File: src/sv/assert_macros.svh
// ----------------------------------------------------------------------------
// Assertion macros
// Shared concurrent assertion wrappers for the sequencer RTL.
// ----------------------------------------------------------------------------
`ifndef ASSERT_MACROS_SVH
`define ASSERT_MACROS_SVH

// same-cycle implication
`define TPS_ASSERT_IMPL(lbl, clk, rst, ante, cons) \
   lbl: assert property (@(posedge clk) disable iff (rst) (ante) |-> (cons)) \
      else $error("tps assertion failed");

// next-cycle implication
`define TPS_ASSERT_NEXT(lbl, clk, rst, ante, cons) \
   lbl: assert property (@(posedge clk) disable iff (rst) (ante) |=> (cons)) \
      else $error("tps assertion failed");

`endif

File: src/sv/tps_ram.sv
// ----------------------------------------------------------------------------
// tps_ram
// Generic single write port RAM with one registered read port.
// ----------------------------------------------------------------------------
module tps_ram #(
   parameter int WIDTH = 32,
   parameter int DEPTH = 64,
   parameter int AW    = (DEPTH > 1) ? $clog2(DEPTH) : 1
) (
   input  logic             clock,
   input  logic             we,
   input  logic [AW-1:0]    waddr,
   input  logic [WIDTH-1:0] wdata,
   input  logic [AW-1:0]    raddr,
   output logic [WIDTH-1:0] rdata
);

   logic [WIDTH-1:0] mem_ff [DEPTH];
   logic [WIDTH-1:0] rdata_ff;

   always_ff @(posedge clock) begin
      if (we) begin
         mem_ff[waddr] <= wdata;
      end
      rdata_ff <= mem_ff[raddr];
   end

   assign rdata = rdata_ff;

endmodule

File: config.mk
export PLATFORM = sky130hd
export DESIGN_NAME = tps_ram
export DESIGN_NICKNAME = d
export VERILOG_FILES = /design/src/sv/assert_macros.svh /design/src/sv/tps_ram.sv
export SDC_FILE = /design/constraint.sdc
export NUM_CORES = 2
export LEC_CHECK = 0
export ABC_AREA = 1
export BUFFER_PORTS_ARGS = -buffer_cell sky130_fd_sc_hd__buf_2
export CORE_ASPECT_RATIO = 0.8
export CORE_UTILIZATION = 35
export CTS_BUF_LIST = sky130_fd_sc_hd__clkbuf_8 sky130_fd_sc_hd__clkbuf_16
export CTS_CLUSTER_DIAMETER = 60
export DETAILED_ROUTE_END_ITERATION = 10
export GPL_ROUTABILITY_DRIVEN = 0
export SLEW_MARGIN = 20
export SYNTH_ARGS = -nofsm -noshare
export SYNTH_HDL_FRONTEND = slang
export SYNTH_SLANG_ARGS = --single-unit
File: constraint.sdc
create_clock -name clock -period 5.4 [get_ports clock]
set_input_delay 0.27 -clock clock [delete_from_list [all_inputs] [get_ports clock]]
set_output_delay 0.27 -clock clock [all_outputs]
set_load 0.05 [all_outputs]
After elaboration in Yosys (flattened, before gate mapping)
Memories as Yosys holds them, arrays and structs flattened. A register that Yosys moved wholly into a read port is not among the register bits.
Cells that the tools add are included.
W data, S select, Z words.
{ "op_classes": {"n_addsub": 0, "n_mul": 0, "div_mod_pow": 0, "n_lt_le_gt_ge": 0, "eq_ne": 0, "n_shift": 0, "mux": 2, "n_bitwise": 0, "n_reduce_logical": 0} }
{ "op_table": {"columns": ["cell", "count"], "rows": [
  ["$mux W1", 2]
]} }
{ "word_totals": {"ff_bits": 0, "latchBits": 0, "ram_bits": 2048, "rom_bits": 0, "inputBits": 46, "output_inout_bits": 32, "elab_cells": 3, "memories": 1} }
{ "memory_table": {"columns": ["memory", "depth", "word_bits", "read_ports", "rd_ports_with_merged_regs", "wr", "line_no", "rtl"], "rows": [
  ["mem_ff", 64, 32, 1, 1, 1, "tps_ram.sv:18", "logic [WIDTH-1:0] mem_ff [DEPTH];"]
]} }

Longest topological paths before layout
{ "depth": {"word_depth": 2, "mapped_depth": 13, "depth_no_buf": 9} }

Worst setup path before layout
Ideal clock, no wire load.
{ "synth_timing": {"path_type": "in2reg", "from": "input we", "to": "memory mem_ff[48][0], enable pin", "setup_time_ps": 502, "arrival_ps": 3898, "required_time_ps": 4898, "slack_ps": 1000, "path_stages": 3, "path_buffers": 1, "cell_sequence": "clkbuf_1 -> nand4_1 -> nor4_1"} }
{ "synth_via": {"elab_chain_cells": 2} }
{ "synth_lines": {"columns": ["element", "line_no", "rtl"], "rows": [
  ["start: declaration", "tps_ram.sv:11", "input logic we,"],
  ["$mux W1", "tps_ram.sv:22", "if (we) begin"],
  ["$mux W1 (implied by the code)", "tps_ram.sv:23", "mem_ff[waddr] <= wdata;"],
  ["end: declaration", "tps_ram.sv:18", null]
]} }
Every way passes these cells.

==> impl_metrics.csv <==
group,metric,value,unit
floorplanning,coreArea,235000,um^2
timing,hold_viol_final,0,
logic_synthesis,async_reset_ff_share,0,%
placed_design,hpwl,132000,um
timing,fmax,386,MHz
worst_setup_path,ff2ff_setup_slack,3640,ps
grt,antenna_found_initial,11,
pwr,irDropWorstVdd,0.363,mV
outcome,status,"finished, violations left",
logic_synthesis,yosysWarnings,0,
logic_synthesis,yosys_most_used_dff,"edfxtp_1",
logic_synthesis,synthAdderAreaFrac,0,%
pwr,pwr-share-seq,52.7,%
logic_synthesis,ys_top_cells_by_count,"nand2_1, edfxtp_1, nand3_1, buf_2, clkbuf_1",
pwr,clockPowerShare,40.9,%
route,drc,4,
timing,setup_viol,0,
hold_path,min_path_cells,1,
floorplanning,die_h,437,um
finish,area_growth,13.1,%
timing,fin_worst_skew,56.1,ps
worst_setup_path,rr_startpoint,"mem_ff[59][28]",
clocking,htreeDepth,4,
finish,fin_util,39.9,%
clocking,path_clk_slew,70,ps
clocking,cts_setup_buffers,0,
worst_setup_path,cp-endpoint,"rdata[7]",
floorplanning,die_w,546,um
logic_synthesis,muxShareOfSynthArea,0,%
timing,report.final.slew_viol_count,0,
finish,fin_nets,6801,
logic_synthesis,synth_edf_count,2048,
logic_synthesis,synthesis.nets,6815,
clocking,clockBufferDepth,3,
timing,layout_min_cycle_time,2590,ps
hold_path,worstHoldPathType,"input pin to register",
route,via_per_inst,5.36,
finish,final-seq-area,62100,um^2
worst_setup_path,crit_arrival,3410,ps
logic_synthesis,synth_area_leaders,"edfxtp_1, nand3_1, nand2_1, buf_2, dfxtp_1",
placed_design,io_buffers,77,
floorplanning,dieArea,238000,um^2
pwr,switching_power,8.09,mW
pwr,p_leak,32.6,nW
outcome,violations,"DRC",
grt,grt_pass1_wl,357000,um
logic_synthesis,synth_top_family_by_area,"simple AND/OR/NAND/NOR gates",
logic_synthesis,synth_cell_types,16,
timing,setup_tns,0,ps
logic_synthesis,yosysMostFrequentCell,"nand2_1",
logic_synthesis,syn_avg_cell_area,12.2,um^2
logic_synthesis,syn_area,82700,um^2
floorplanning,std_cell_rows,159,
worst_setup_path,start_kind,"input pin",
pwr,power_switching_share,23.7,%
logic_synthesis,synth_top_area_cell,"edfxtp_1",
grt,overflow,0,
logic_synthesis,synth_top_area_share,74.3,%
floorplanning,io_pins,78,
route,drt_iter0_drc,6965,
timing,timing.slew.headroom,24.2,%
clocking,cts-root-buf,"clkbuf_16",
worst_setup_path,crit_start,"raddr[0]",
flow_run,cap_violations,0,
logic_synthesis,syn-instance-count,6769,
logic_synthesis,ys_seq_area_share,75.1,%
clocking,cts_inserted_buffers,201,
pwr,p_int,26.0,mW
route,vias,53957,
timing,fin_crit_sh,48.0,%
logic_synthesis,synth-simple-area-share,22.1,%
logic_synthesis,ys_ff_latch,2080,
worst_setup_path,critPathMaxFanout,83,
grt,grt_pass1_vias,50555,
finish,drive_gt1_share,8.43,%
floorplanning,floorplan.initialDensity,35.2,%
timing,hold_slack,91.2,ps
worst_setup_path,critPathKind,"input pin to register",
finish,multi_input_area,18800,um^2
worst_setup_path,rr_endpoint,"rdata[28]",
worst_setup_path,cp.required,6220,ps
clocking,cts_sinks,2080,
timing,rsz0062_at_grt,"false",
timing,worst_pin_slew,1140,ps
logic_synthesis,synth_xor_area_share,0,%
worst_setup_path,worstSetupEndpointType,"register",
route,wirelength,246000,um
route,ant_nets,0,
grt,grt_util_all_layers,20.2,%
grt,grt_max_degree,185,
clocking,cts_tree,"done",
route,wl_per_cell,24.4,um
pwr,power.density,364,nW/um^2
finish,fillCellCount,21939,
pwr,pwr-share-comb,6.5,%
logic_synthesis,synth-compound-area-share,0,%
route,dr.pass1.iters,9,
worst_setup_path,r2r_cells,8,
clocking,clk-insertion-delay-late,880,ps
[worst max-delay path, stage by stage]
cell and delay [ps]:
buf_8 420, buf_4 840, buf_4 460, nand2_1 90, nand3_1 110, nand3_1 140, nand3_1 120, nand3_1 450
nand2_1 190, nand2_1 80, nand2_1 80
[cell usage in the layout (no fill, tap or decap), drive strengths merged]
master	count
inv	69
bufinv	12
nand2	2248
edfxtp	2048
nor2	56
nand4	9
nor4	8
clkinvlp	3
clkinv	77
dlygate4sd3	2
clkbuf	217
diode	5
buf	230
dfxtp	32
nand3	1907
[metal layers]
layer / vias up / track usage [%] / part of all wire, %
met5: - / 0 / 0.0053
met4: 2 / 5.88 / 2.6
met3: 347 / 3.75 / 9.6
met2: 2701 / 30.2 / 44
met1: 26807 / 29.9 / 44
li1: 24100 / - / -
[state kept, by name (all words and copies together) (netlist names)]
register	flops
mem_ff	2048
rdata	32
[area by class of cell]
type                    instances  area share (%)
diodes                          5          0.0134
clock buffers                 217            5.61
clock inverters               149            1.38
inverters                      12          0.0882
multi-input cells            4228            20.1
flip-flops and latches       2080            66.4
well taps                    3139            4.20
repair buffers                232            2.27
[worst min path at each step]
stage                   start            end  slack, ps
global route        wdata[21]  mem_ff[1][21]         70
finish               wdata[3]  mem_ff[59][3]         90
CTS                 wdata[21]  mem_ff[0][21]         20
floorplan            wdata[0]   mem_ff[0][0]        370
detailed placement   raddr[5]      rdata[17]        750
global placement     raddr[5]      rdata[17]        750
[per-stage QoR]
| stage | power (mW) | instance area, um^2 | setup slack, ps | std cells |
|---|---|---|---|---|
| 2_1_floorplan | 19.5 | 82700 | 1000 | 6769 |
| 3_3_place_gp | 20.4 | 86700 | 1970 | 9674 |
| 3_5_place_dp | 20.5 | 87000 | 1990 | 9687 |
| 4_1_cts | 34.2 | 93500 | 2920 | 10055 |
| 5_1_grt | 35.0 | 93600 | 2690 | 10058 |
| 6_report | 34.1 | 93600 | 2810 | 10062 |
[power by group through the flow]
stage          registers, mW  clock network (mW)  logic [mW]
2_1_floorplan           18.4                   0        1.10
3_3_place_gp            18.3                   0        2.16
3_5_place_dp            18.3                   0        2.19
4_1_cts                 18.0                14.1        2.19
5_1_grt                 17.9                14.7        2.36
6_report                17.9                13.9        2.21
[kinds of logic (layout without fill, tap and decap cells)]
kind of cell / Yosys count / after routing
flip-flops: 2080 / 2080
other: 0 / 5
AND/OR/NAND/NOR: 4228 / 4228
buffers and inverters: 461 / 610
[what timing repair did]
item,4_1_cts,5_1_grt
resized for setup,0,0
endpoints found under the hold margin,8,0
hold buffers,2,0
(Power assumes the default switching activity.)
