## config.mk

```make
export PLATFORM = sky130hd
export DESIGN_NAME = tps_div
export DESIGN_NICKNAME = d
export VERILOG_FILES = /design/src/sv/assert_macros.svh /design/src/sv/tps_div.sv
export SDC_FILE = /design/constraint.sdc
export NUM_CORES = 1
export LEC_CHECK = 0
export BUFFER_PORTS_ARGS = -buffer_cell sky130_fd_sc_hd__buf_2
export CORE_MARGIN = 2
export CORE_UTILIZATION = 50
export CTS_CLUSTER_DIAMETER = 30
export CTS_CLUSTER_SIZE = 24
export DETAILED_ROUTE_END_ITERATION = 6
export PLACE_DENSITY = 0.76
export SLEW_MARGIN = 0
export SYNTH_ARGS = -nofsm -noshare
export SYNTH_HDL_FRONTEND = slang
export SYNTH_SLANG_ARGS = --single-unit
```

## constraint.sdc

```tcl
create_clock -name clock -period 3.68 [get_ports clock]
set_input_delay 0.368 -clock clock [delete_from_list [all_inputs] [get_ports clock]]
set_output_delay 0.368 -clock clock [all_outputs]
set_load 0.05 [all_outputs]
```

## src/sv/assert_macros.svh

```systemverilog
// ----------------------------------------------------------------------------
// Assertion macros
// Shared concurrent assertion wrappers for the sequencer RTL.
// ----------------------------------------------------------------------------
`ifndef ASSERT_MACROS_SVH
`define ASSERT_MACROS_SVH

// same-cycle implication
`define TPS_ASSERT_IMPL(lbl, clk, rst, ante, cons) \
   lbl: assert property (@(posedge clk) disable iff (rst) (ante) |-> (cons)) \
      else $error("tps assertion failed");

// next-cycle implication
`define TPS_ASSERT_NEXT(lbl, clk, rst, ante, cons) \
   lbl: assert property (@(posedge clk) disable iff (rst) (ante) |=> (cons)) \
      else $error("tps assertion failed");

`endif

```

## src/sv/tps_div.sv

```systemverilog
// ----------------------------------------------------------------------------
// tps_div
// Restoring divider, one quotient bit per cycle.
// ----------------------------------------------------------------------------
module tps_div #(
   parameter int NUM_W = 17,
   parameter int DEN_W = 7
) (
   input  logic             clock,
   input  logic             reset,
   input  logic             start,
   input  logic [NUM_W-1:0] num,
   input  logic [DEN_W-1:0] den,
   output logic             done,
   output logic [NUM_W-1:0] quot
);

   localparam int CW = $clog2(NUM_W + 1);

   logic [DEN_W:0]   rem_ff, rem_in;
   logic [NUM_W-1:0] quo_ff, quo_in;
   logic [DEN_W-1:0] den_ff, den_in;
   logic [CW-1:0]    cnt_ff, cnt_in;
   logic             busy_ff, busy_in;
   logic             done_ff, done_in;
   logic [DEN_W:0]   rem_sh;

   always_comb begin
      rem_in  = rem_ff;
      quo_in  = quo_ff;
      den_in  = den_ff;
      cnt_in  = cnt_ff;
      busy_in = busy_ff;
      done_in = 1'b0;
      rem_sh  = {rem_ff[DEN_W-1:0], quo_ff[NUM_W-1]};
      if (start) begin
         rem_in  = '0;
         quo_in  = num;
         den_in  = den;
         cnt_in  = CW'(NUM_W);
         busy_in = 1'b1;
      end else if (busy_ff) begin
         if (rem_sh >= {1'b0, den_ff}) begin
            rem_in = rem_sh - {1'b0, den_ff};
            quo_in = {quo_ff[NUM_W-2:0], 1'b1};
         end else begin
            rem_in = rem_sh;
            quo_in = {quo_ff[NUM_W-2:0], 1'b0};
         end
         cnt_in = cnt_ff - CW'(1);
         if (cnt_ff == CW'(1)) begin
            busy_in = 1'b0;
            done_in = 1'b1;
         end
      end
   end

   always_ff @(posedge clock) begin
      if (reset) begin
         busy_ff <= 1'b0;
         done_ff <= 1'b0;
         cnt_ff  <= '0;
      end else begin
         busy_ff <= busy_in;
         done_ff <= done_in;
         cnt_ff  <= cnt_in;
      end
   end

   always_ff @(posedge clock) begin
      rem_ff <= rem_in;
      quo_ff <= quo_in;
      den_ff <= den_in;
   end

   assign done = done_ff;
   assign quot = quo_ff;

endmodule

```

; ---- Yosys cells after proc, flatten, opt, wreduce, memory -nomap -nowiden
; Cells that the tools add are included.
[word_totals]
reg_bits = 38
word_cells = 25
out_inout_bits = 18
in_bits = 27
[classes]
eq_ne = 1
n_reduce_logical = 3
muxes = 10
addsub = 2
order_cmp = 1
bitwise_logic = 1
[ops]
columns = cell, count
row1 = 17-bit two-way mux, 2
row2 = 5-bit two-way mux, 2
row3 = 8-bit by 7-bit >= comparator with 1-bit output, 1
row4 = 7-bit two-way mux, 1
row5 = 7-bit subtractor, 1
row6 = "5-bit by 1-bit equality test with 1-bit output, second input constant", 1
row7 = 1-bit two-way mux, 5
row8 = "5-bit by 1-bit subtractor with 5-bit output, second input constant", 1
row9 = 3-bit OR reduction, 1
row10 = 2-bit nonzero test, 1
row11 = 2-bit OR reduction, 1
row12 = 1-bit inverter, 1

; ---- Logic depth before layout (Yosys ltp)
; Gate-level depths: netlist of the first run.
[logic_depth]
word_depth = 4
depth_mapped = 9
ltp_nobuf = 7

; ---- Least setup slack after synthesis of the first run
; No wires, ideal clock.
[synth_timing]
path_kind = register -> register
from = register quo_ff[16] (netlist: quot[16])
to = register rem_ff[0]
t_arrival_ns = 2.472
n_path_buf = 2
setup_time_ns = 0.088
required_time_ns = 3.592
path_slack_ns = 1.120
path_stages_with_launch = 10
synth_period_minus_slack_ns = 2.560
cell_sequence = edfxtp_1 -> inv_1 -> ha_1 -> fa_1 -> nand2b_1 -> a211o_1 -> buf_6 -> and3_1 -> buf_6 -> a311oi_2
[synth_via]
elab_chain_cells = 2
word_cells_on_any_way = 3
cone_classes = 1 x add/sub / 1 x order compare / 1 x mux
[synth_lines]
columns = element, line_no
row1 = "start, declared", tps_div.sv:21  ; logic [NUM_W-1:0] quo_ff, quo_in;
row2 = "start signal, assigned", tps_div.sv:72  ; quo_ff <= quo_in;
row3 = 7-bit subtractor / 8-bit by 7-bit >= comparator with 1-bit output (equally long branches), "tps_div.sv:44, tps_div.sv:43"
row4 = 7-bit two-way mux *, tps_div.sv:43  ; if (rem_sh >= {1'b0, den_ff}) begin
row5 = "end signal, assigned", tps_div.sv:71  ; rem_ff <= rem_in;
row6 = "end, declared", tps_div.sv:20  ; logic [DEN_W:0] rem_ff, rem_in;
; Every way passes the cells marked *; elsewhere a longest branch is shown, timed or not.
; A chain may end at the register's enable or synchronous reset.

; ---- Final worst setup path of the first run
[layout_timing]
from = register quo_ff[16] (netlist: quot[16])
to = register rem_ff[2]
; The elaborated chain is that of the path after synthesis.

==> run summary, run 1 <==
Launch point of the critical path - quot[16]
Critical path's slowest cell - fa_1
Root buf cell - clkbuf_8
Data arrival time of the worst path - 2.54 ns
Synth cell types - 48
EDFF count, synth - 24
Rows - 23
R2r startpoint - quot[16]
Fin nets - 251
1st-iter DRT viols - 98
Fin crit period - 2.337 ns
Rel. slew slack - 47.07%
Routed wire length - 3845 um
Wire length on met2 - 1844 um
Height of the die - 67.75 um
RSZ-0062 raised after global routing - false
Clk pwr share - 27.1%
I/O Buffers - 44
Tcrit/Tclk final - 63.49%
Total gr overflow - 0
Worst setup endpoint - rem_ff[2]
NetSw - 336.3 uW
PD cells - 448.3 mW/mm^2
Reg power frac - 49.3%
Syn Area/Cell - 11.81 sq um
Bufs on Longest Clock Path - 2
Critical path's largest stage delay - 0.39 ns
Die area - 0.004590 sq mm
Compound-Gate Fraction of Synth Area - 13.61%
Worst Setup End Kind - register
Htree depth - 2
Post-CTS setup buffers - 0
Setup TNS - 0 ns
Area share of the largest cell type after synthesis - 35.47%
Die X - 67.75 um
CP Max Fanout - 9
Req. time, crit path - 3.88 ns
Synth-to-Final Area Change - 15.83%
Top sig layer - met4
HPWL after DPL - 2759 um
Main combinational cell family by area after synthesis - compound AO/OA/AOI/OAI gates
Yosys reg bits - 38
Post-Syn Nets - 209
Internal - 718.8 uW
Worst path cell trace - inv_1 > ha_1 > fa_1 > nand2b_1 > a211o_1 > and3_1 > a311oi_2
Share of layout cells above drive strength 1 - 36.74%
Routed Antenna Nets - 0
Crit. path cell count - 7
# diodes - 0
Mapped Area - 0.002032 sq mm
Outcome - finished, final reports clean
Post-DR wirelength/cell - 14.51 um
Synth Area in XOR/XNOR - 3.017%
Vias in the first global route - 1457
Max-cap violations - 0
DRT Pass-1 Iters - 5
Initial antenna violation count - 0
Fraction of registers with async set/reset - 0%
Crit path max-delay family - compound AO/OA/AOI/OAI gates
Global Route Usage Sum - 19.43%
Post-synthesis mux area share - 8.867%
Pleak - 0.9711 nW
Yosys top cell by area - edfxtp_1
Met1 WL - 1730 um
Sequential share of the synthesized area - 49.26%
Vias - 1522
Synth warn - 0
CTS resizes - 0
Crit path kind - reg -> reg
CTS clk-pin slew, worst paths - 0.08 ns
Most frequent cells after synthesis - edfxtp_1, mux2_2, dfxtp_1
Vias/cell - 5.743
Logic gate share of total power - 23.6%
Slew @ Worst Pin - 0.7929 ns
Cells after Synth - 172
Hold crit path type - in -> reg
Primary FF master, synth - edfxtp_1
Switching fraction of total power - 31.87%
Top post-synthesis cells by area - edfxtp_1, dfxtp_1, mux2_2
Hold Vio Cnt, Final - 0
GP Congestion - 0.7697
First-pass GRT wire length - 6527 um
Top-Level Pins - 45
Post-Synth Adder-Cell Area - 6.527%
Clock sink count - 38
Remaining DRCs - 0
Final std cells w/o fill - 265
Max frequency - 428.0 MHz
Worst R2R End - rem_ff[2]
R2r worst-path depth - 7
Element type at the critical path start - register
Core area - 0.003943 sq mm
Max IR drop VDD - 0.0003677 V
Slew Limit Fails - 0
Initial Util - 51.54%
Worst path buffer plus inverter count - 1
CTS Buf Count - 5
Hold_buf cts - 0
Synth Area in Simple Gates - 13.42%
Skew final - 0.01154 ns
Worst reg2reg setup slack - 1.34 ns
Placed cells - 257
Count leader, synth - edfxtp_1
CTS tree - built
Routed wl met3 - 179 um
Largest net degree at the start of global routing - 27
Clock Latency Late Sink - 0.30 ns
Final setup vio count - 0
[power by group through the flow]
stage	sequential (mW)	combinational, mW	clock [mW]
2_1_floorplan	0.593	0.127	0
3_3_place_gp	0.528	0.246	0
3_5_place_dp	0.529	0.248	0
4_1_cts	0.520	0.249	0.292
5_1_grt	0.525	0.270	0.310
6_report	0.520	0.249	0.286
[registers in the layout, indices dropped and copies added, names as in the netlist]
register,count
done,1
rem_ff,7
cnt_ff,5
den_ff,7
busy_ff,1
quot,17
[how the worst min path moves through the flow]
stage / startpoint / endpoint / slack (ns) / cells past startpoint
after floorplan: reset / cnt_ff[0] / 0.44 / 1
after global placement: cnt_ff[1] / cnt_ff[1] / 0.50 / 2
after detailed placement: cnt_ff[1] / cnt_ff[1] / 0.51 / 2
after CTS: den[5] / den_ff[5] / 0.24 / 1
after global routing: den[3] / den_ff[3] / 0.24 / 1
final: den[2] / den_ff[2] / 0.25 / 1
[through the flow]
stage                     hold WS [ns]  worst slack [ns]  utilization [%]  area [sq um]  total power [mW]
after CTS                       0.2391             1.366            59.70          2354             1.062
after detailed placement        0.5055             1.415            57.41          2263            0.7773
after global placement          0.4978             1.490            57.41          2263            0.7739
after floorplan                 0.4371             1.120                -          2032            0.7198
final                           0.2467             1.343            59.70          2354             1.055
after global routing            0.2363             1.228            59.70          2354             1.106
[cells in the final DEF, fill, tap and decap left out, types with 3 or more instances in the layout]
master	n
nor2_1	7
xor2_1	3
nor2b_1	3
edfxtp_1	24
inv_1	13
nand2_1	4
o21ai_0	5
clkbuf_8	5
dfxtp_1	14
and3_1	6
nand3b_1	3
nor3b_1	5
mux2_2	16
xnor2_1	4
ha_1	9
nor3_1	3
a21oi_1	4
a41oi_1	4
buf_2	44
[kinds of logic after synthesis]
family | after synthesis
AOI/OAI and AO/OA | 34
and+or+nand+nor | 44
muxes | 16
xor gates and xnor gates | 7
buffers and inverters | 23
adders and majority gates | 10
DFF | 38
[worst reg2reg max path, stage by stage, from the launching register on]
cell and delay [ns]:
edfxtp_1 0.37, inv_1 0.07, ha_1 0.23, fa_1 0.39, nand2b_1 0.20, a211o_1 0.39, and3_1 0.32, a311oi_2 0.28
[routing by layer]
metal	GRT usage, %	up-vias
li1	-	726
met4	9.439	0
met5	0	-
met1	25.05	734
met2	30.39	51
met3	4.833	11
[area by class of cell]
cell class                 instances  area, sq um
fill                             317         1589
sequential                        38         1001
multi-input combinational        111        923.4
timing repair buffer              45        227.7
clock buffer                       5        68.82
tap                               50        62.56
inverter                          13        48.80
clock inverter                     3        21.27
(Power assumes the default switching activity.)
==> inputs of run 2 (changes only) <==
--- a/config.mk
+++ b/config.mk
@@ -5,13 +5,14 @@
 export SDC_FILE = /design/constraint.sdc
 export NUM_CORES = 1
 export LEC_CHECK = 0
+export ABC_AREA = 1
 export BUFFER_PORTS_ARGS = -buffer_cell sky130_fd_sc_hd__buf_2
 export CORE_MARGIN = 2
-export CORE_UTILIZATION = 50
+export CORE_UTILIZATION = 48
 export CTS_CLUSTER_DIAMETER = 30
 export CTS_CLUSTER_SIZE = 24
 export DETAILED_ROUTE_END_ITERATION = 6
-export PLACE_DENSITY = 0.76
+export PLACE_DENSITY = 0.77
 export SLEW_MARGIN = 0
 export SYNTH_ARGS = -nofsm -noshare
 export SYNTH_HDL_FRONTEND = slang
==> constraint.sdc (replaced) <==
create_clock -name clock -period 2.07 [get_ports clock]
set_input_delay 0.207 -clock clock [delete_from_list [all_inputs] [get_ports clock]]
set_output_delay 0.207 -clock clock [all_outputs]
set_load 0.05 [all_outputs]
==> run summary, run 2 <==
Outcome - finished, final reports clean
Routed wire length - 3630 um (-5.6%)
EDFF count, synth - 24 (unchanged)
PD cells - 807.9 mW/mm^2 (+80%)
GP Congestion - 0.8395 (+9.1%)
CTS Buf Count - 5 (unchanged)
Share of layout cells above drive strength 1 - 23.34% (-13 points)
Largest register FFs - 17 (unchanged)
Synth warn - 0 (unchanged)
Worst setup margin - 0.2452 ns (-1.098 ns)
Req. time, crit path - 2.19 ns (-1.69 ns)
Area share of the largest cell type after synthesis - 36.07% (+0.60 points)
Synth Area in XOR/XNOR - 1.315% (-1.7 points)
Synth Area in Simple Gates - 31.50% (+18 points)
Vias/cell - 4.760 (-17%)
Most frequent cells after synthesis - nand2_1, inv_1, edfxtp_1
Cell mode on critical path - nand2_1
R2r worst-path depth - 10 (+3)
Top-Level Pins - 45 (unchanged)
Post-DR wirelength/cell - 10.77 um (-26%)
Cells after Synth - 237 (+38%)
Core area - 0.004000 sq mm (+1.5%)
Sequential share of the synthesized area - 50.09% (+0.83 points)
Worst path buffer plus inverter count - 2 (+1)
Root buf cell - clkbuf_8
Tcrit/Tclk final - 88.16% (+25 points)
# diodes - 0 (unchanged)
Fin nets - 323 (+29%)
Height of the die - 68.52 um (+1.1%)
Worst path cell trace - inv_1 > ha_1 > fa_1 > inv_1 > nand2_1 > nand2_1 > nand2_1 > nand2_1 > nand2_2 > a31oi_1
Post-Synth Adder-Cell Area - 6.637% (+0.11 points)
Vias - 1604 (+5.4%)
Worst R2R End - quot[0]
Element type at the critical path start - register
Hold Path Stages - 2 (+1)
Setup TNS - 0 ns (unchanged)
CP Max Fanout - 8 (-1)
Hold Startpoint - reset
Fraction of registers with async set/reset - 0% (unchanged)
First-pass GRT wire length - 6127 um (-6.1%)
Mapped Area - 0.001998 sq mm (-1.7%)
Data arrival time of the worst path - 1.95 ns (-0.59 ns)
Die area - 0.004695 sq mm (+2.3%)
Remaining DRCs - 0 (unchanged)
Hold EP - cnt_ff[4]
Critical path's slowest cell - fa_1
Slew Limit Fails - 0 (unchanged)
Count leader, synth - nand2_1
Post-Syn Nets - 274 (+31%)
Skew final - 0.004443 ns (-0.007096 ns)
Synth cell types - 29 (-40%)
Initial Util - 49.95% (-1.6 points)
Htree depth - 2 (unchanged)
Most common cell after layout, fill and taps aside - nand2_1
Final setup vio count - 0 (unchanged)
Initial antenna violation count - 0 (unchanged)
Largest net degree at the start of global routing - 23 (-15%)
DRT Pass-1 Iters - 4 (-1)
Total gr overflow - 0 (unchanged)
CTS clk-pin slew, worst paths - 0.07 ns (about the same)
CTS tree - built
Most frequent cells in the layout - nand2_1, buf_2, inv_1
Crit path max-delay family - adder cells
Placed cells - 329 (+28%)
Max frequency - 548.0 MHz (+28%)
Worst Setup End Kind - register
Clock Latency Late Sink - 0.28 ns (-0.02 ns)
Final std cells w/o fill - 337 (+27%)
1st-iter DRT viols - 84 (-14%)
Global Route Usage Sum - 17.66% (-1.8 points)
Total chip power - 1.931 mW (+83%)
Max IR drop VDD - 0.0006042 V (+64%)
Rows - 23 (unchanged)
Clock sink count - 38 (unchanged)
Pleak - 1.240 nW (+28%)
RSZ-0062 raised after global routing - false
Worst reg2reg setup slack - 0.25 ns (-1.10 ns)
Routed Antenna Nets - 0 (unchanged)
Synth-to-Final Area Change - 19.60%
Max-cap violations - 0 (unchanged)
Bufs on Longest Clock Path - 2 (unchanged)
Vias in the first global route - 1432 (-1.7%)
Crit path kind - reg -> reg
I/O Buffers - 44 (unchanged)
Primary FF master, synth - edfxtp_1
Main combinational cell family by area after synthesis - simple AND/OR/NAND/NOR gates
CTS resizes - 0 (unchanged)
Hold crit path type - in -> reg
HPWL after DPL - 2707 um (-1.9%)
Crit. path cell count - 10 (+3)
Top post-synthesis cells by area - edfxtp_1, nand2_1, dfxtp_1
Worst hold margin - 0.08557 ns (-0.1612 ns)
Rel. slew slack - 49.97% (+2.9 points)
Hold Vio Cnt, Final - 0 (unchanged)
Hold_buf cts - 0 (unchanged)
Yosys reg bits - 38 (unchanged)
Compound-Gate Fraction of Synth Area - 3.632% (-10 points)
Syn Area/Cell - 8.431 sq um (-29%)
Yosys top cell by area - edfxtp_1
Post-synthesis mux area share - 0% (-8.9 points)
Fin crit period - 1.825 ns (-0.5118 ns)
Pre-CTS WS - 0.2507 ns (-1.164 ns)
Post-CTS setup buffers - 0 (unchanged)
Slew @ Worst Pin - 0.7496 ns (-0.04334 ns)
Critical path's largest stage delay - 0.40 ns (about the same)
R2r startpoint - quot[16]
Die X - 68.52 um (+1.1%)
==> run 2: cell types whose count changed in the layout (fill, tap and decap cells not counted), moves of 4 or more <==
cell,delta
a41oi_1,-4
and3_1,-5
inv_1,+16
mux2_2,-16
nand2_1,+92
nand3_1,+16
nor3b_1,-5
xnor2_1,-4
==> run 2: logic make-up after synthesis <==
logic type      Yosys count
flops                    38
simple gates            140
xor+xnor                  3
fa+ha+maj                10
buf+inv                  36
compound gates           10
==> run 2: how the worst max path moves through the flow <==
stage                     startpoint   endpoint
after floorplan             quot[16]  rem_ff[0]
after global placement      quot[16]    quot[0]
after detailed placement    quot[16]  rem_ff[0]
after CTS                   quot[16]  rem_ff[0]
after global routing        quot[16]    quot[0]
final                       quot[16]    quot[0]
==> run 2: layer usage <==
| metal | track usage, % | part of all wire, % | vias to the layer above |
|---|---|---|---|
| met5 | 0 | 0 | - |
| met4 | 6.000 | 1.3 | 0 |
| met3 | 5.195 | 6.3 | 6 |
| met2 | 25.36 | 43 | 42 |
| met1 | 25.42 | 49 | 700 |
| li1 | - | - | 856 |
==> run 2: area by class of cell <==
| type | instances | area (sq um) |
|---|---|---|
| clock buffers | 8 | 110.1 |
| fillers | 343 | 1610 |
| inverters | 32 | 120.1 |
| multi-input cells | 163 | 860.8 |
| flip-flops and latches | 38 | 1001 |
| well taps | 50 | 62.56 |
| repair buffers | 46 | 235.2 |
==> run 2: through the flow <==
stage	instance area [sq um]	util, %
finish	2390	59.74
detailed placement	2280	56.99
global placement	2280	56.99
CTS	2390	59.74
global route	2390	59.74
floorplan	1998	-
==> run 2: worst register-to-register path, stage by stage (launching register included) <==
cell      delay (ns)
edfxtp_1        0.34
inv_1           0.06
ha_1            0.22
fa_1            0.40
inv_1           0.09
nand2_1         0.05
nand2_1         0.07
nand2_1         0.07
nand2_1         0.08
nand2_2         0.10
a31oi_1         0.18
==> run 2: power by group <==
group	internal (mW)	leakage [nW]	switching [mW]
combinational	0.129	0.825	0.305
sequential	0.879	0.357	0.0338
clock	0.336	0.0575	0.247
total	1.34	1.24	0.586
==> inputs of run 3 (changes only) <==
--- a/config.mk
+++ b/config.mk
@@ -8,7 +8,7 @@
 export ABC_AREA = 1
 export BUFFER_PORTS_ARGS = -buffer_cell sky130_fd_sc_hd__buf_2
 export CORE_MARGIN = 2
-export CORE_UTILIZATION = 48
+export CORE_UTILIZATION = 50
 export CTS_CLUSTER_DIAMETER = 30
 export CTS_CLUSTER_SIZE = 24
 export DETAILED_ROUTE_END_ITERATION = 6
==> constraint.sdc (replaced) <==
create_clock -name clock -period 2.35 [get_ports clock]
set_input_delay 0.235 -clock clock [delete_from_list [all_inputs] [get_ports clock]]
set_output_delay 0.235 -clock clock [all_outputs]
set_load 0.05 [all_outputs]
==> run summary, run 3 (synthesized netlist as in run 2, its figures left out) <==
Multi-input gate area - 860.8 sq um (unchanged)
Slew @ Worst Pin - 0.5935 ns (-0.1561 ns)
DRT Pass-1 Iters - 4 (unchanged)
Vias/cell - 4.943 (+3.9%)
Post-DR wirelength/cell - 11.61 um (+7.8%)
Rel. slew slack - 60.39% (+10 points)
FF+latch area - 0.001001 sq mm (unchanged)
Max frequency - 553.4 MHz (+0.99%)
Share of layout cells above drive strength 1 - 22.65% (-0.70 points)
Hold_buf cts - 0 (unchanged)
Fillers - 338 (-1.5%)
Htree depth - 2 (unchanged)
Clock sink count - 38 (unchanged)
CTS tree - built
R2r startpoint - quot[16]
Core area - 0.003744 sq mm (-6.4%)
Bufs on Longest Clock Path - 2 (unchanged)
Pleak - 1.232 nW (-0.59%)
Die X - 67.22 um (-1.9%)
Clock Latency Late Sink - 0.29 ns (about the same)
Remaining DRCs - 0 (unchanged)
Initial antenna violation count - 0 (unchanged)
# diodes - 0 (unchanged)
Most common cell after layout, fill and taps aside - nand2_1
Most frequent cells in the layout - nand2_1, buf_2, inv_1
Largest net degree at the start of global routing - 22 (-4.3%)
Worst Setup End Kind - register
Routed wire length - 3890 um (+7.2%)
Vias in the first global route - 1531 (+6.9%)
Element type at the critical path start - register
Slew Limit Fails - 0 (unchanged)
RSZ-0062 raised after global routing - false
Final setup vio count - 0 (unchanged)
Critical path's slowest cell - fa_1
Req. time, crit path - 2.54 ns (+0.35 ns)
Outcome - finished, final reports clean
Post-CTS setup buffers - 0 (unchanged)
Die area - 0.004518 sq mm (-3.8%)
Vias - 1656 (+3.2%)
Total chip power - 1.690 mW (-12%)
Fin crit period - 1.807 ns (-0.01792 ns)
Total gr overflow - 0 (unchanged)
CP Max Fanout - 7 (-1)
Cell mode on critical path - nand2_1
First-pass GRT wire length - 6720 um (+9.7%)
I/O Buffers - 44 (unchanged)
PD cells - 710.4 mW/mm^2 (-12%)
Hold crit path type - in -> reg
Height of the die - 67.22 um (-1.9%)
Fin nets - 323 (unchanged)
Routed Antenna Nets - 0 (unchanged)
Tcrit/Tclk final - 76.89% (-11 points)
CTS Buf Count - 5 (unchanged)
Largest register FFs - 17 (unchanged)
Launch point of the critical path - quot[16]
CTS resizes - 0 (unchanged)
Initial Util - 53.38% (+3.4 points)
Max-cap violations - 0 (unchanged)
Rows - 22 (-4.3%)
Synth-to-Final Area Change - 19.04%
Worst setup margin - 0.5431 ns (+0.2979 ns)
Root buf cell - clkbuf_8
1st-iter DRT viols - 109 (+30%)
HPWL after DPL - 2936 um (+8.5%)
Skew final - 0.003969 ns (-0.0004731 ns)
Critical path's largest stage delay - 0.40 ns (about the same)
CTS clk-pin slew, worst paths - 0.07 ns (about the same)
Hold Vio Cnt, Final - 0 (unchanged)
Crit path kind - reg -> reg
Setup TNS - 0 ns (unchanged)
Hold Startpoint - reset
GP Congestion - 0.8740 (+4.1%)
Worst path buffer plus inverter count - 2 (unchanged)
Max IR drop VDD - 0.0004662 V (-23%)
Global Route Usage Sum - 20.48% (+2.8 points)
Pre-CTS WS - 0.5502 ns (+0.2994 ns)
Worst path cell trace - inv_1 > ha_1 > fa_1 > inv_1 > nand2_1 > nand2_1 > nand3_1 > nand3_4 > nand2_1 > nand3_1 > nand2_1
Crit path max-delay family - adder cells
Data arrival time of the worst path - 2.00 ns (+0.05 ns)
Top-Level Pins - 45 (unchanged)
## run 3: final timing paths
kind	end	slack, ns	cells past startpoint
min reg2reg	cnt_ff[4]	0.47	2
min	cnt_ff[4]	0.10	2
max	rem_ff[3]	0.54	11
max reg2reg	rem_ff[3]	0.54	11
## run 3: area by class of cell
cell class / instances / area share [%]
clock buffers: 8 / 4.261
inverters: 32 / 5.050
multi-input cells: 163 / 36.19
flip-flops and latches: 38 / 42.08
well taps: 48 / 2.525
repair buffers: 46 / 9.890
## run 3: power by group
part	total [mW]	internal [mW]	switching (mW)
sequential	0.806	0.774	0.0318
clock	0.502	0.275	0.228
combinational	0.381	0.113	0.268
total	1.69	1.16	0.528
## run 3: routing by layer
layer  track usage (%)  routed length (um)  up-vias
met2             32.18                1773       40
met3             6.833                 195        8
met4             9.439                 100        0
met5                 0                   0        -
met1             25.57                1821      750
li1                  -                   -      858
## run 3: worst register-to-register path: stages, from the launching register on
cell,delay [ns]
edfxtp_1,0.34
inv_1,0.06
ha_1,0.22
fa_1,0.40
inv_1,0.08
nand2_1,0.05
nand2_1,0.08
nand3_1,0.13
nand3_4,0.13
nand2_1,0.07
nand3_1,0.08
nand2_1,0.05
## run 3: metrics by stage
stage / cells / utilization, % / area [sq um] / hold WS (ns)
final: 335 / 63.54 / 2379 / 0.1031
after global routing: 335 / 63.54 / 2379 / 0.09587
after CTS: 335 / 63.54 / 2379 / 0.09917
after detailed placement: 327 / 60.83 / 2277 / 0.4150
after global placement: 327 / 60.83 / 2277 / 0.4078
after floorplan: 237 / - / 1998 / 0.3044
